### src/hw/rtl/tspg_pkg.sv
// tspg_pkg: shared types and constants of the trapezoid step pulse generator
// no dependencies; imported by tspg_dp, tspg_ctrl, the top module and the testbench
`timescale 1ns / 1ps

package tspg_pkg;

  localparam int COUNT_BITS   = 24;
  localparam int EDGE_W       = COUNT_BITS + 1;
  localparam int PERIOD_W     = 16;
  localparam int CFG_AW       = 4;
  localparam int CFG_DW       = 32;
  // accel_step must exceed 1/10000 of one tick for a ramp to be planned
  localparam int RAMP_EPS_INV = 10000;
  localparam int EPS_PROD_W   = 30;

  localparam logic [15:0] MIN_PERIOD_RST = 16'd2;
  localparam logic [15:0] MAX_PERIOD_RST = 16'd10;
  localparam logic [15:0] ACCEL_RST      = 16'd328;

  localparam logic [1:0] REG_MIN_PERIOD = 2'd0;
  localparam logic [1:0] REG_MAX_PERIOD = 2'd1;
  localparam logic [1:0] REG_ACCEL_STEP = 2'd2;

  typedef enum logic [1:0] {
    OP_TICK  = 2'd0,
    OP_START = 2'd1,
    OP_STOP  = 2'd2
  } tspg_op_t;

  typedef enum logic [1:0] {
    PH_IDLE   = 2'd0,
    PH_ACCEL  = 2'd1,
    PH_CRUISE = 2'd2,
    PH_DECEL  = 2'd3
  } tspg_phase_t;

  typedef enum logic [1:0] {
    S_IDLE = 2'd0,
    S_EXEC = 2'd1,
    S_DIV  = 2'd2,
    S_PLAN = 2'd3
  } tspg_state_t;

  typedef struct packed {
    tspg_op_t              op;
    logic [COUNT_BITS-1:0] step_count;
    logic                  direction;
  } tspg_in_t;

  typedef struct packed {
    logic        step_level;
    logic        dir_level;
    logic        busy_res;
    tspg_phase_t phase;
    logic        move_done;
    logic        rejected;
  } tspg_out_t;

  // controller to datapath
  typedef struct packed {
    logic latch;
    logic div_start;
    logic apply;
  } tspg_cmd_t;

  // datapath to controller
  typedef struct packed {
    logic need_div;
    logic div_done;
  } tspg_sts_t;

endpackage

### src/hw/rtl/tspg_div.sv
// tspg_div: bit-serial restoring divider, one quotient bit per cycle
// depends on nothing but its parameters
`timescale 1ns / 1ps

module tspg_div #(
  parameter int NUM_W = 32,
  parameter int DEN_W = 16
) (
  input  logic             clk,
  input  logic             rst_n,
  input  logic             start,
  input  logic [NUM_W-1:0] num,
  input  logic [DEN_W-1:0] den,
  output logic             done,
  output logic [NUM_W-1:0] quot
);

  localparam int CNT_W = $clog2(NUM_W);

  logic             busy_r, busy_nxt;
  logic             done_r, done_nxt;
  logic [CNT_W-1:0] cnt_r, cnt_nxt;
  logic [DEN_W-1:0] rem_r, rem_nxt;
  logic [NUM_W-1:0] q_r, q_nxt;
  logic [DEN_W:0]   trial;
  logic             fits;
  logic             last;

  assign trial = {rem_r, q_r[NUM_W-1]};
  assign fits  = trial >= {1'b0, den};
  assign last  = cnt_r == CNT_W'(NUM_W - 1);

  always_comb begin
    busy_nxt = busy_r;
    done_nxt = 1'b0;
    cnt_nxt  = cnt_r;
    rem_nxt  = rem_r;
    q_nxt    = q_r;
    if (start) begin
      busy_nxt = 1'b1;
      cnt_nxt  = '0;
      rem_nxt  = '0;
      q_nxt    = num;
    end else if (busy_r) begin
      // remainder stays below den, so the low DEN_W bits carry it
      rem_nxt = fits ? DEN_W'(trial - {1'b0, den}) : trial[DEN_W-1:0];
      q_nxt   = {q_r[NUM_W-2:0], fits};
      cnt_nxt = cnt_r + CNT_W'(1);
      if (last) begin
        busy_nxt = 1'b0;
        done_nxt = 1'b1;
      end
    end
  end

  always_ff @(posedge clk) begin
    if (!rst_n) begin
      busy_r <= 1'b0;
      done_r <= 1'b0;
      cnt_r  <= '0;
    end else begin
      busy_r <= busy_nxt;
      done_r <= done_nxt;
      cnt_r  <= cnt_nxt;
    end
    rem_r <= rem_nxt;
    q_r   <= q_nxt;
  end

  assign done = done_r;
  assign quot = q_r;

endmodule

### src/hw/rtl/tspg_dp.sv
// tspg_dp: move state, planning and per-tick period update, result register
// depends on tspg_pkg and tspg_div
`timescale 1ns / 1ps

module tspg_dp #(
  parameter int FRAC_BITS = 16
) (
  input  logic                clk,
  input  logic                rst_n,
  input  tspg_pkg::tspg_in_t  in_data,
  input  logic [15:0]         min_period,
  input  logic [15:0]         max_period,
  input  logic [15:0]         accel_step,
  input  tspg_pkg::tspg_cmd_t cmd,
  output tspg_pkg::tspg_sts_t sts,
  output tspg_pkg::tspg_out_t out_data
);

  import tspg_pkg::*;

  localparam int SPD_W = PERIOD_W + FRAC_BITS;
  localparam int NUM_W = PERIOD_W + FRAC_BITS;
  localparam int SAT_W = (NUM_W > EDGE_W) ? NUM_W : EDGE_W;
  localparam int SUM_W = SPD_W + 2;

  tspg_in_t          item_r;
  tspg_out_t         out_r, out_nxt;
  logic [SPD_W-1:0]  speed_r, speed_nxt;
  logic [15:0]       cd_r, cd_nxt;
  logic [EDGE_W-1:0] rem_r, rem_nxt;
  logic [EDGE_W-1:0] ramp_r, ramp_nxt;
  logic [EDGE_W-1:0] cruise_r, cruise_nxt;
  tspg_phase_t       phase_r, phase_nxt;
  logic              step_r, step_nxt;
  logic              dir_r, dir_nxt;
  logic              done_v, rej_v;

  logic [EPS_PROD_W-1:0] eps_prod;
  logic                  ramp_ok;
  logic                  div_done;
  logic [NUM_W-1:0]      quot;
  logic [SAT_W-1:0]      quot_ext;
  logic [EDGE_W-1:0]     ramp_sat;
  logic [EDGE_W-1:0]     ramp_sel;
  logic [EDGE_W-1:0]     total;
  logic [EDGE_W:0]       ramp2;
  logic                  short_move;
  logic [EDGE_W-1:0]     plan_ramp;
  logic [EDGE_W-1:0]     plan_cruise;

  logic signed [SUM_W-1:0] sum_s, lo_s, hi_s, clamp_s;
  logic [SUM_W-1:0]        speed_ext, accel_ext;
  logic [SPD_W-1:0]        speed_adj;

  // ramp planning
  assign eps_prod = EPS_PROD_W'(accel_step) * EPS_PROD_W'(RAMP_EPS_INV);
  assign ramp_ok  = (eps_prod > (EPS_PROD_W'(1) << FRAC_BITS)) && (max_period > min_period);

  tspg_div #(
    .NUM_W (NUM_W),
    .DEN_W (16)
  ) u_div (
    .clk   (clk),
    .rst_n (rst_n),
    .start (cmd.div_start),
    .num   ({max_period - min_period, {FRAC_BITS{1'b0}}}),
    .den   (accel_step),
    .done  (div_done),
    .quot  (quot)
  );

  assign quot_ext    = SAT_W'(quot);
  assign ramp_sat    = (quot_ext > SAT_W'({EDGE_W{1'b1}})) ? {EDGE_W{1'b1}}
                                                           : quot_ext[EDGE_W-1:0];
  assign ramp_sel    = ramp_ok ? ramp_sat : '0;
  assign total       = {item_r.step_count, 1'b0};
  assign ramp2       = {ramp_sel, 1'b0};
  assign short_move  = {1'b0, total} <= ramp2;
  assign plan_ramp   = short_move ? EDGE_W'(item_r.step_count) : ramp_sel;
  assign plan_cruise = short_move ? '0 : EDGE_W'({1'b0, total} - ramp2);

  assign sts.need_div = (item_r.op == OP_START) && (phase_r == PH_IDLE) &&
                        (item_r.step_count != '0) && ramp_ok;
  assign sts.div_done = div_done;

  // period step and clamp, min first then max
  assign speed_ext = SUM_W'(speed_r);
  assign accel_ext = SUM_W'(accel_step);
  assign lo_s      = $signed({2'b00, min_period, {FRAC_BITS{1'b0}}});
  assign hi_s      = $signed({2'b00, max_period, {FRAC_BITS{1'b0}}});

  always_comb begin
    case (phase_r)
      PH_ACCEL: sum_s = $signed(speed_ext - accel_ext);
      PH_DECEL: sum_s = $signed(speed_ext + accel_ext);
      default:  sum_s = $signed(speed_ext);
    endcase
    if (sum_s < lo_s) begin
      clamp_s = lo_s;
    end else if (sum_s > hi_s) begin
      clamp_s = hi_s;
    end else begin
      clamp_s = sum_s;
    end
  end

  assign speed_adj = clamp_s[SPD_W-1:0];

  always_comb begin
    speed_nxt  = speed_r;
    cd_nxt     = cd_r;
    rem_nxt    = rem_r;
    ramp_nxt   = ramp_r;
    cruise_nxt = cruise_r;
    phase_nxt  = phase_r;
    step_nxt   = step_r;
    dir_nxt    = dir_r;
    done_v     = 1'b0;
    rej_v      = 1'b0;
    if (cmd.apply) begin
      case (item_r.op)
        OP_START: begin
          if (phase_r != PH_IDLE) begin
            rej_v = 1'b1;
          end else if (item_r.step_count == '0) begin
            done_v = 1'b1;
          end else begin
            dir_nxt    = item_r.direction;
            ramp_nxt   = plan_ramp;
            cruise_nxt = plan_cruise;
            speed_nxt  = {max_period, {FRAC_BITS{1'b0}}};
            phase_nxt  = PH_ACCEL;
            rem_nxt    = plan_ramp;
            cd_nxt     = max_period;
          end
        end
        OP_STOP: begin
          phase_nxt  = PH_IDLE;
          cd_nxt     = '0;
          rem_nxt    = '0;
          ramp_nxt   = '0;
          cruise_nxt = '0;
        end
        OP_TICK: begin
          if (phase_r != PH_IDLE) begin
            if (cd_r != '0) begin
              cd_nxt = cd_r - 16'd1;
            end else if (rem_r != '0) begin
              rem_nxt   = rem_r - EDGE_W'(1);
              speed_nxt = speed_adj;
              step_nxt  = ~step_r;
              cd_nxt    = speed_adj[SPD_W-1 -: PERIOD_W];
            end else begin
              // extra expiry closes the phase and loads the next one, or ends the move after deceleration
              cd_nxt = speed_r[SPD_W-1 -: PERIOD_W];
              case (phase_r)
                PH_ACCEL: begin
                  if (cruise_r != '0) begin
                    phase_nxt = PH_CRUISE;
                    rem_nxt   = cruise_r;
                  end else begin
                    phase_nxt = PH_DECEL;
                    rem_nxt   = ramp_r;
                  end
                end
                PH_CRUISE: begin
                  phase_nxt = PH_DECEL;
                  rem_nxt   = ramp_r;
                end
                default: begin
                  phase_nxt = PH_IDLE;
                  done_v    = 1'b1;
                end
              endcase
            end
          end
        end
        default: ;
      endcase
    end
  end

  always_comb begin
    out_nxt = out_r;
    if (cmd.apply) begin
      out_nxt.step_level = step_nxt;
      out_nxt.dir_level  = dir_nxt;
      out_nxt.busy_res   = phase_nxt != PH_IDLE;
      out_nxt.phase      = phase_nxt;
      out_nxt.move_done  = done_v;
      out_nxt.rejected   = rej_v;
    end
  end

  always_ff @(posedge clk) begin
    if (!rst_n) begin
      speed_r  <= '0;
      cd_r     <= '0;
      rem_r    <= '0;
      ramp_r   <= '0;
      cruise_r <= '0;
      phase_r  <= PH_IDLE;
      step_r   <= 1'b0;
      dir_r    <= 1'b0;
    end else begin
      speed_r  <= speed_nxt;
      cd_r     <= cd_nxt;
      rem_r    <= rem_nxt;
      ramp_r   <= ramp_nxt;
      cruise_r <= cruise_nxt;
      phase_r  <= phase_nxt;
      step_r   <= step_nxt;
      dir_r    <= dir_nxt;
    end
    if (cmd.latch) begin
      item_r <= in_data;
    end
    out_r <= out_nxt;
  end

  assign out_data = out_r;

endmodule

### src/hw/rtl/tspg_ctrl.sv
// tspg_ctrl: request sequencing, divider launch and result register control
// depends on tspg_pkg
`timescale 1ns / 1ps

module tspg_ctrl (
  input  logic                clk,
  input  logic                rst_n,
  input  logic                in_valid,
  output logic                in_ready,
  output logic                out_valid,
  input  logic                out_ready,
  input  tspg_pkg::tspg_sts_t sts,
  output tspg_pkg::tspg_cmd_t cmd
);

  import tspg_pkg::*;

  tspg_state_t state_r, state_nxt;
  logic        out_valid_r, out_valid_nxt;
  logic        out_free;

  assign out_free = !out_valid_r || out_ready;

  always_comb begin
    state_nxt = state_r;
    case (state_r)
      S_IDLE: begin
        if (in_valid) begin
          state_nxt = S_EXEC;
        end
      end
      S_EXEC: begin
        if (sts.need_div) begin
          state_nxt = S_DIV;
        end else if (out_free) begin
          state_nxt = S_IDLE;
        end
      end
      S_DIV: begin
        if (sts.div_done) begin
          state_nxt = S_PLAN;
        end
      end
      S_PLAN: begin
        if (out_free) begin
          state_nxt = S_IDLE;
        end
      end
      default: state_nxt = S_IDLE;
    endcase
  end

  always_comb begin
    in_ready      = 1'b0;
    cmd.latch     = 1'b0;
    cmd.div_start = 1'b0;
    cmd.apply     = 1'b0;
    case (state_r)
      S_IDLE: begin
        in_ready  = 1'b1;
        cmd.latch = in_valid;
      end
      S_EXEC: begin
        cmd.div_start = sts.need_div;
        cmd.apply     = !sts.need_div && out_free;
      end
      S_PLAN: begin
        cmd.apply = out_free;
      end
      default: ;
    endcase
  end

  always_comb begin
    if (cmd.apply) begin
      out_valid_nxt = 1'b1;
    end else if (out_ready) begin
      out_valid_nxt = 1'b0;
    end else begin
      out_valid_nxt = out_valid_r;
    end
  end

  always_ff @(posedge clk) begin
    if (!rst_n) begin
      state_r     <= S_IDLE;
      out_valid_r <= 1'b0;
    end else begin
      state_r     <= state_nxt;
      out_valid_r <= out_valid_nxt;
    end
  end

  assign out_valid = out_valid_r;

`ifndef SYNTHESIS
  // a result is never written over one that has not been taken
  a_apply_free: assert property (@(posedge clk) disable iff (!rst_n)
    cmd.apply |-> (!out_valid_r || out_ready))
    else $error("result register overwritten");

  a_div_done_state: assert property (@(posedge clk) disable iff (!rst_n)
    sts.div_done |-> (state_r == S_DIV))
    else $error("divider finished outside of division wait");

  a_div_exit: assert property (@(posedge clk) disable iff (!rst_n)
    (state_r == S_DIV) |=> (state_r == S_DIV || state_r == S_PLAN))
    else $error("division wait left without planning");

  a_apply_shows: assert property (@(posedge clk) disable iff (!rst_n)
    cmd.apply |=> out_valid_r)
    else $error("applied request gave no result");
`endif

endmodule

### src/hw/rtl/trapezoid_step_pulse_generator.sv
// channel  | direction | handshake             | payload
// in       | input     | in_valid / in_ready   | in_data  (op, step_count, direction)
// out      | output    | out_valid / out_ready | out_data (pin levels, phase, flags)
// cfg      | apb       | psel/penable/pready   | paddr, pwdata, prdata
//
// tick and stop are latched on accept and applied to the output register from S_EXEC once it
// is free, as is a start without a ramp; a start with a ramp first waits in S_DIV for the
// bit-serial ramp divider, one quotient bit per cycle, and is applied from S_PLAN
// one request in flight; the next is accepted while a result waits in the output register
// synchronous active-low reset restores the register defaults and an idle motor
// depends on tspg_pkg, tspg_ctrl, tspg_dp
`timescale 1ns / 1ps

module trapezoid_step_pulse_generator #(
  parameter int FRAC_BITS = 16
) (
  input  logic                              clk,
  input  logic                              rst_n,
  input  logic                              in_valid,
  output logic                              in_ready,
  input  tspg_pkg::tspg_in_t                in_data,
  output logic                              out_valid,
  input  logic                              out_ready,
  output tspg_pkg::tspg_out_t               out_data,
  input  logic                              psel,
  input  logic                              penable,
  input  logic                              pwrite,
  input  logic [tspg_pkg::CFG_AW-1:0]       paddr,
  input  logic [tspg_pkg::CFG_DW-1:0]       pwdata,
  output logic [tspg_pkg::CFG_DW-1:0]       prdata,
  output logic                              pready
);

  import tspg_pkg::*;

  logic [15:0] min_period_r, min_period_nxt;
  logic [15:0] max_period_r, max_period_nxt;
  logic [15:0] accel_step_r, accel_step_nxt;
  logic        wr_en;
  logic [1:0]  reg_idx;
  tspg_cmd_t   cmd;
  tspg_sts_t   sts;

  assign pready  = 1'b1;
  assign wr_en   = psel && penable && pwrite && pready;
  assign reg_idx = paddr[3:2];

  always_comb begin
    min_period_nxt = min_period_r;
    max_period_nxt = max_period_r;
    accel_step_nxt = accel_step_r;
    if (wr_en) begin
      case (reg_idx)
        REG_MIN_PERIOD: min_period_nxt = pwdata[15:0];
        REG_MAX_PERIOD: max_period_nxt = pwdata[15:0];
        REG_ACCEL_STEP: accel_step_nxt = pwdata[15:0];
        default: ;
      endcase
    end
  end

  always_comb begin
    case (reg_idx)
      REG_MIN_PERIOD: prdata = CFG_DW'(min_period_r);
      REG_MAX_PERIOD: prdata = CFG_DW'(max_period_r);
      REG_ACCEL_STEP: prdata = CFG_DW'(accel_step_r);
      default:        prdata = '0;
    endcase
  end

  always_ff @(posedge clk) begin
    if (!rst_n) begin
      min_period_r <= MIN_PERIOD_RST;
      max_period_r <= MAX_PERIOD_RST;
      accel_step_r <= ACCEL_RST;
    end else begin
      min_period_r <= min_period_nxt;
      max_period_r <= max_period_nxt;
      accel_step_r <= accel_step_nxt;
    end
  end

  tspg_ctrl u_ctrl (
    .clk       (clk),
    .rst_n     (rst_n),
    .in_valid  (in_valid),
    .in_ready  (in_ready),
    .out_valid (out_valid),
    .out_ready (out_ready),
    .sts       (sts),
    .cmd       (cmd)
  );

  tspg_dp #(
    .FRAC_BITS (FRAC_BITS)
  ) u_dp (
    .clk        (clk),
    .rst_n      (rst_n),
    .in_data    (in_data),
    .min_period (min_period_r),
    .max_period (max_period_r),
    .accel_step (accel_step_r),
    .cmd        (cmd),
    .sts        (sts),
    .out_data   (out_data)
  );

endmodule

### config.mk
export PLATFORM = sky130hd
export DESIGN_NAME = trapezoid_step_pulse_generator
export DESIGN_NICKNAME = d
export VERILOG_FILES = /design/src/hw/rtl/tspg_pkg.sv /design/src/hw/rtl/tspg_div.sv /design/src/hw/rtl/tspg_dp.sv /design/src/hw/rtl/tspg_ctrl.sv /design/src/hw/rtl/trapezoid_step_pulse_generator.sv
export SDC_FILE = /design/constraint.sdc
export NUM_CORES = 1
export LEC_CHECK = 0
export BUFFER_PORTS_ARGS = -buffer_cell sky130_fd_sc_hd__buf_2
export CAP_MARGIN = 10
export CORE_MARGIN = 2
export CORE_UTILIZATION = 40
export DETAILED_ROUTE_END_ITERATION = 6
export HOLD_SLACK_MARGIN = 0.05
export PLACE_DENSITY_LB_ADDON = 0.1
export REMOVE_ABC_BUFFERS = 1
export SYNTH_ARGS = -nofsm -noshare
export SYNTH_HDL_FRONTEND = slang
export SYNTH_SLANG_ARGS = --single-unit
### constraint.sdc
create_clock -name clk -period 8.9 [get_ports clk]
set_input_delay 0 -clock clk [delete_from_list [all_inputs] [get_ports clk]]
set_output_delay 0 -clock clk [all_outputs]
set_load 0.02 [all_outputs]
==> impl_metrics.json, run 1 <==
{
  "ios": 112,
  "yosysSeqAreaShare_pct": 26.1,
  "cp_num_cells": 36,
  "cp_top_family": "compound AO/OA/AOI/OAI gates",
  "area_growth_pct": 12.4,
  "syn_area_um2": 22300,
  "cp-end-kind": "flop",
  "dp_slack_ns": 0.350,
  "post-dp-hpwl_um": 58300,
  "skew_ns": 0.0296,
  "crit_path_end": "u_dp.cruise_r[23]",
  "syn_area_per_cell_um2": 7.92,
  "fillCellCount": 5594,
  "antenna_found_initial": 0,
  "cpMaxStageDelayCell": "fa_1",
  "num-nets-final": 3185,
  "numCtsBuffers": 35,
  "drv_slew": 0,
  "row_count": 86,
  "io_buffers": 76,
  "die_h_um": 240,
  "netSwitchingFraction_pct": 38.7,
  "power_density_nw_per_um2": 191,
  "first_iter_violations": 1992,
  "netlist_instances": 2815,
  "status": "finished clean",
  "crit_arrival_ns": 8.89,
  "clockBufferDepth": 3,
  "peakVddDrop_uv": 139,
  "cp_max_fo": 12,
  "dp_cells": 3529,
  "via_per_inst": 5.99,
  "total_power_mw": 4.80,
  "finalWorstSetupSlack_ns": 0.457,
  "wl_per_cell_um": 21.5,
  "place_area_um2": 23300,
  "pwr-share-seq_pct": 29.4,
  "clkPwrFrac_pct": 31.6,
  "grt.overflow.total": 0,
  "synth_edf_count": 50,
  "r2r_start": "accel_step_r[12]",
  "num_antenna_cells": 0,
  "routed_wl_um": 78400,
  "grt_util_all_layers_pct": 26.6,
  "ys_types": 92,
  "ys_warn_count": 0,
  "drtPass1Iterations": 6,
  "r2r_slack_ns": 0.46,
  "start_kind": "flop",
  "drc": 0,
  "clk_pin_slew_worst_paths_ns": 0.06,
  "reg2reg_depth": 36,
  "fp.dieW_um": 240,
  "synthArstFlopShare_pct": 0,
  "crit_path_max_incr_delay_ns": 0.52,
  "min_path_type": "in -> reg",
  "cts_sinks": 266,
  "tns_ns": 0,
  "htree_levels": 2,
  "num_vias": 21827,
  "grt_pass1_vias": 20721,
  "pwr-share-comb_pct": 39.0,
  "r2r_end": "u_dp.cruise_r[23]",
  "period_needed_ns": 8.44,
  "core_area_um2": 55100,
  "drive_gt1_share_pct": 9.14,
  "gp_congestion": 0.947,
  "clock_latency_ns": 0.57,
  "grt_pass1_wl_um": 120000,
  "startpoint": "accel_step_r[12]",
  "max_freq_ghz": 0.118,
  "netSwitchingPower_mw": 1.86,
  "grt_max_degree": 78,
  "p_leak_nw": 10.6,
  "dieArea_um2": 57600,
  "min_period_over_period_pct": 94.9,
  "cts_tree": "built",
  "design_area_um2": 25100,
  "synth_flop_cell": "dfxtp_1",
  "ys_seq_elements": 266,
  "tightest_slew_ns": 1.16,
  "critPathBufInv": 7,
  "slew_headroom_pct": 22.3,
  "rsz0062_at_grt": "false",
  "antenna_left": 0,
  "cp.required_ns": 9.35,
  "final_cell_mix": "328 x nand2_1, 214 x dfxtp_1, 206 x a21oi_1",
  "post-route-util_pct": 45.5,
  "cts_root_buf": "clkbuf_16",
  "stdcell_count": 3646,
  "final-setup-viol-count": 0,
  "start_util_pct": 40.5,
  "critical_path_class": "reg -> reg",
  "maxCapViolCount": 0,
  "hold_ws_ns": 0.0470,
  "mostFrequentLayoutCell": "nand2_1",
  "internal-power_mw": 2.94,
  "hold_violations": 0
}
## cell usage after synthesis (30+ instances only)
cell type  instances  area share, %
nor3_1            58            1.3
a22o_1            40            1.6
fa_1              40            3.6
or3_1             35           0.98
nand4_1           41            1.2
ha_1             204             11
a31oi_1           36            1.0
xor2_1            32            1.3
nand2b_1          39            1.1
xnor2_1           50            2.0
edfxtp_1          50            6.7
nor4_1            31           0.87
a21o_1            47            1.6
nand3_1           94            2.1
mux2i_1           72            3.2
a21oi_1          208            4.7
nand2_1          328            5.5
inv_1            195            3.3
o211ai_1          30            1.0
nor2_1           169            2.8
clkbuf_1         119            2.0
o21ai_0          190            4.3
dfxtp_1          216             19
## flip-flops by register name, indices dropped and copies added (netlist names), 2 cells and up
signal and flops:
u_dp.ramp_r 25, u_dp.out_data 7, u_ctrl.state_r 2, min_period_r 16
u_dp.u_div.quot 32, u_dp.rem_r 25, u_dp.u_div.cnt_r 5, u_dp.speed_r 32
accel_step_r 16, u_dp.phase_r 2, max_period_r 16, u_dp.item_r 27
u_dp.cd_r 16, u_dp.cruise_r 24, u_dp.u_div.rem_r 16
## how the worst min path moves through the flow
stage,start,to,slack [ns],cells past startpoint
after floorplan,rst_n,accel_step_r[3],0.09,1
after global placement,in_data[0],u_dp.item_r[0],0.18,1
after detailed placement,in_data[1],u_dp.item_r[1],0.18,1
after CTS,pwrite,accel_step_r[2],0.05,5
after global routing,pwrite,accel_step_r[2],0.09,5
final,pwrite,accel_step_r[2],0.05,5
## layer usage
layer | global-route usage [%] | share of wire, % | wire (um)
met5 | 0 | 0 | 0
met4 | 9.35 | 3.4 | 2690
met3 | 2.86 | 5.7 | 4490
met2 | 44.5 | 46 | 36300
met1 | 35.6 | 45 | 35000
## worst min-delay path: cells and delay by family
| family | cells | cell delay (ns) |
|---|---|---|
| buf+inv | 1 | 0.10 |
| compound gates | 1 | 0.05 |
| simple gates | 3 | 0.40 |
## power by group through the flow
stage	registers (mW)	logic (mW)	clock network (mW)
floorplan	1.41	1.31	0
global placement	1.43	1.81	0
detailed placement	1.43	1.82	0
CTS	1.41	1.85	1.55
global route	1.42	2.05	1.59
finish	1.41	1.87	1.52
## area by class of cell
type	count	area [um^2]	share of cell area, %
repair buffers	181	1300	5.18
clock inverters	14	189	0.754
clock buffers	50	1030	4.12
flip-flops and latches	266	5830	23.3
multi-input cells	2190	15000	60.0
well taps	748	936	3.73
inverters	197	747	2.98
## timing repair
item,CTS,global route
endpoints found under the hold margin,91,0
buffers inserted,0,6
resized for setup,0,8
endpoints found under the setup margin,0,56
hold buffers,47,0
## cells by family after synthesis
logic type | Yosys count | share of synthesized area (%)
flops | 266 | 26.1
fa+ha+maj | 244 | 15.0
other cells | 2 | 0.0337
mux | 81 | 3.69
buf+inv | 374 | 6.93
simple gates | 919 | 19.7
xor+xnor | 82 | 3.22
compound gates | 847 | 25.2
Power figures use the tool's default switching activity.
==> run 2, diff against run 1 <==
==> constraint.sdc (replaced) <==
create_clock -name clk -period 8.9 [get_ports clk]
set_input_delay 0.445 -clock clk [delete_from_list [all_inputs] [get_ports clk]]
set_output_delay 0.445 -clock clk [all_outputs]
set_load 0.05 [all_outputs]
==> run 2 against run 1 <==
Compared with the run above:
- the flow now finishes with violations (DRC)
- flip-flop and latch count stayed put
- non-clock buffer count is 24 lower
- cell count shrank 0.58%
- final area fell by 1.1%
- wire length barely moved
- critical path depth stayed put
- die area did not move
- critical endpoint unchanged
- largest cell class unchanged
- highest routed layer unchanged
==> impl_metrics.json, run 2 (synthesis gave the netlist of run 1 again) <==
{
  "use_met1_pct": 35.8,
  "slew_headroom_pct": 30.6,
  "grt_util_all_layers_pct": 26.7,
  "clk_pin_slew_worst_paths_ns": 0.06,
  "period_needed_ns": 8.38,
  "hold_ws_ns": 0.0791,
  "routed_wl_um": 78400,
  "antenna_left": 0,
  "crit_path_max_incr_delay_ns": 0.49,
  "tns_ns": 0,
  "drv_slew": 0,
  "start_kind": "flop",
  "power_density_nw_per_um2": 192,
  "gr-usage-met2_pct": 44.9,
  "critical_path_class": "reg -> reg",
  "dieArea_um2": 57600,
  "cp.required_ns": 9.34,
  "core_area_um2": 55100,
  "p_leak_nw": 10.5,
  "cts_tree": "built",
  "cts_root_buf": "clkbuf_16",
  "drc": 1,
  "wl_per_cell_um": 21.6,
  "clock_latency_ns": 0.57,
  "reg2reg_depth": 36,
  "worstHoldStart": "in_data[23]",
  "maxCapViolCount": 0,
  "total_power_mw": 4.76,
  "ios": 112,
  "area_growth_pct": 11.2,
  "gp_congestion": 0.963,
  "grt.overflow.total": 0,
  "r2r_slack_ns": 0.52,
  "grt_max_degree": 72,
  "drtPass1Iterations": 7,
  "row_count": 86,
  "rsz0062_at_grt": "false",
  "path_common_cell": "inv_1",
  "skew_ns": 0.0256,
  "r2r_end": "u_dp.cruise_r[23]",
  "peakVddDrop_uv": 130,
  "final_cell_mix": "328 x nand2_1, 213 x dfxtp_1, 206 x a21oi_1",
  "drive_gt1_share_pct": 9.36,
  "antenna_found_initial": 0,
  "cts_sinks": 266,
  "grt_pass1_vias": 20523,
  "numCtsBuffers": 36,
  "fp.dieW_um": 240,
  "num-nets-final": 3162,
  "hold_violations": 0,
  "design_area_um2": 24800,
  "min_path_type": "in -> reg",
  "first_iter_violations": 1892,
  "grt_pass1_wl_um": 120000,
  "multiInputGateArea_um2": 15000,
  "min_period_over_period_pct": 94.2,
  "busiest_layer": "met2",
  "cp-end-kind": "flop",
  "seqCellArea_um2": 5830,
  "io_buffers": 76,
  "cp_max_fo": 12,
  "crit_arrival_ns": 8.82,
  "grt.met3_usage_pct": 3.16,
  "via_per_inst": 5.95,
  "clockBufferDepth": 3,
  "start_util_pct": 40.5,
  "status": "complete, but fails checks",
  "holdPathEnd": "u_dp.item_r[23]",
  "place_area_um2": 23300,
  "mostFrequentLayoutCell": "nand2_1",
  "die_h_um": 240,
  "violations": "DRC",
  "final-setup-viol-count": 0,
  "min_path_cells": 1,
  "max_freq_ghz": 0.119,
  "r2r_start": "accel_step_r[11]",
  "num_vias": 21574,
  "fillCellCount": 5571,
  "htree_levels": 2,
  "post-dp-hpwl_um": 57900,
  "tightest_slew_ns": 1.03,
  "cpMaxStageDelayCell": "fa_1"
}
run 2: per-stage QoR:
| step | instances | utilization (%) | setup WS (ns) |
|---|---|---|---|
| final | 3625 | 45.0 | 0.516 |
| after global routing | 3623 | 45.0 | 0.00959 |
| after CTS | 3617 | 44.8 | 0.231 |
| after detailed placement | 3532 | 42.3 | 0.246 |
| after global placement | 3532 | 42.3 | 0.308 |
| after floorplan | 2653 | - | 0.275 |
run 2: how the worst max path moves through the flow:
stage                     start                 to  slack (ns)  depth (start not counted)
2_1_floorplan   accel_step_r[4]   u_dp.cruise_r[4]        0.28                         33
6_report       accel_step_r[11]  u_dp.cruise_r[23]        0.52                         36
4_1_cts        accel_step_r[12]   u_dp.cruise_r[4]        0.23                         34
5_1_grt        accel_step_r[14]   u_dp.cruise_r[4]        0.01                         36
3_5_place_dp   accel_step_r[12]   u_dp.cruise_r[4]        0.25                         34
3_3_place_gp   accel_step_r[12]   u_dp.cruise_r[4]        0.31                         34
run 2: layer usage:
layer  share of wire [%]  routed length (um)
met1                  45               35000
met2                  47               36700
met3                 5.9                4620
met4                 2.7                2100
met5                   0                   0
run 2: layout make-up:
type | count | area share [%]
Multi-Input combinational cell | 2190 | 60.7
Sequential cell | 266 | 23.5
Timing Repair Buffer | 157 | 4.25
Clock buffer | 49 | 3.99
Tap cell | 748 | 3.78
Inverter | 197 | 3.01
Clock inverter | 16 | 0.757
Antenna cell | 2 | 0.0202
run 2: worst max-delay path: cells and delay by family (launching register included):
| kind | cells | cell delay, ns |
|---|---|---|
| muxes | 1 | 0.39 |
| AOI/OAI and AO/OA | 14 | 3.21 |
| adders and majority gates | 8 | 2.82 |
| and+or+nand+nor | 5 | 0.58 |
| xor gates and xnor gates | 1 | 0.09 |
| DFF | 1 | 0.44 |
| buffers and inverters | 7 | 0.72 |
run 2: timing repair:
item	in CTS	in global routing
gates resized for setup	0	11
endpoints found under the setup margin	0	58
endpoints found under the hold margin	20	0
buffers inserted	0	6
hold buffers	20	0
run 2: where the power goes:
part	total [mW]	switching [mW]	internal [mW]
Clock	1.48	0.605	0.874
Sequential	1.41	0.0889	1.32
Combinational	1.87	1.17	0.702
Total	4.76	1.87	2.90
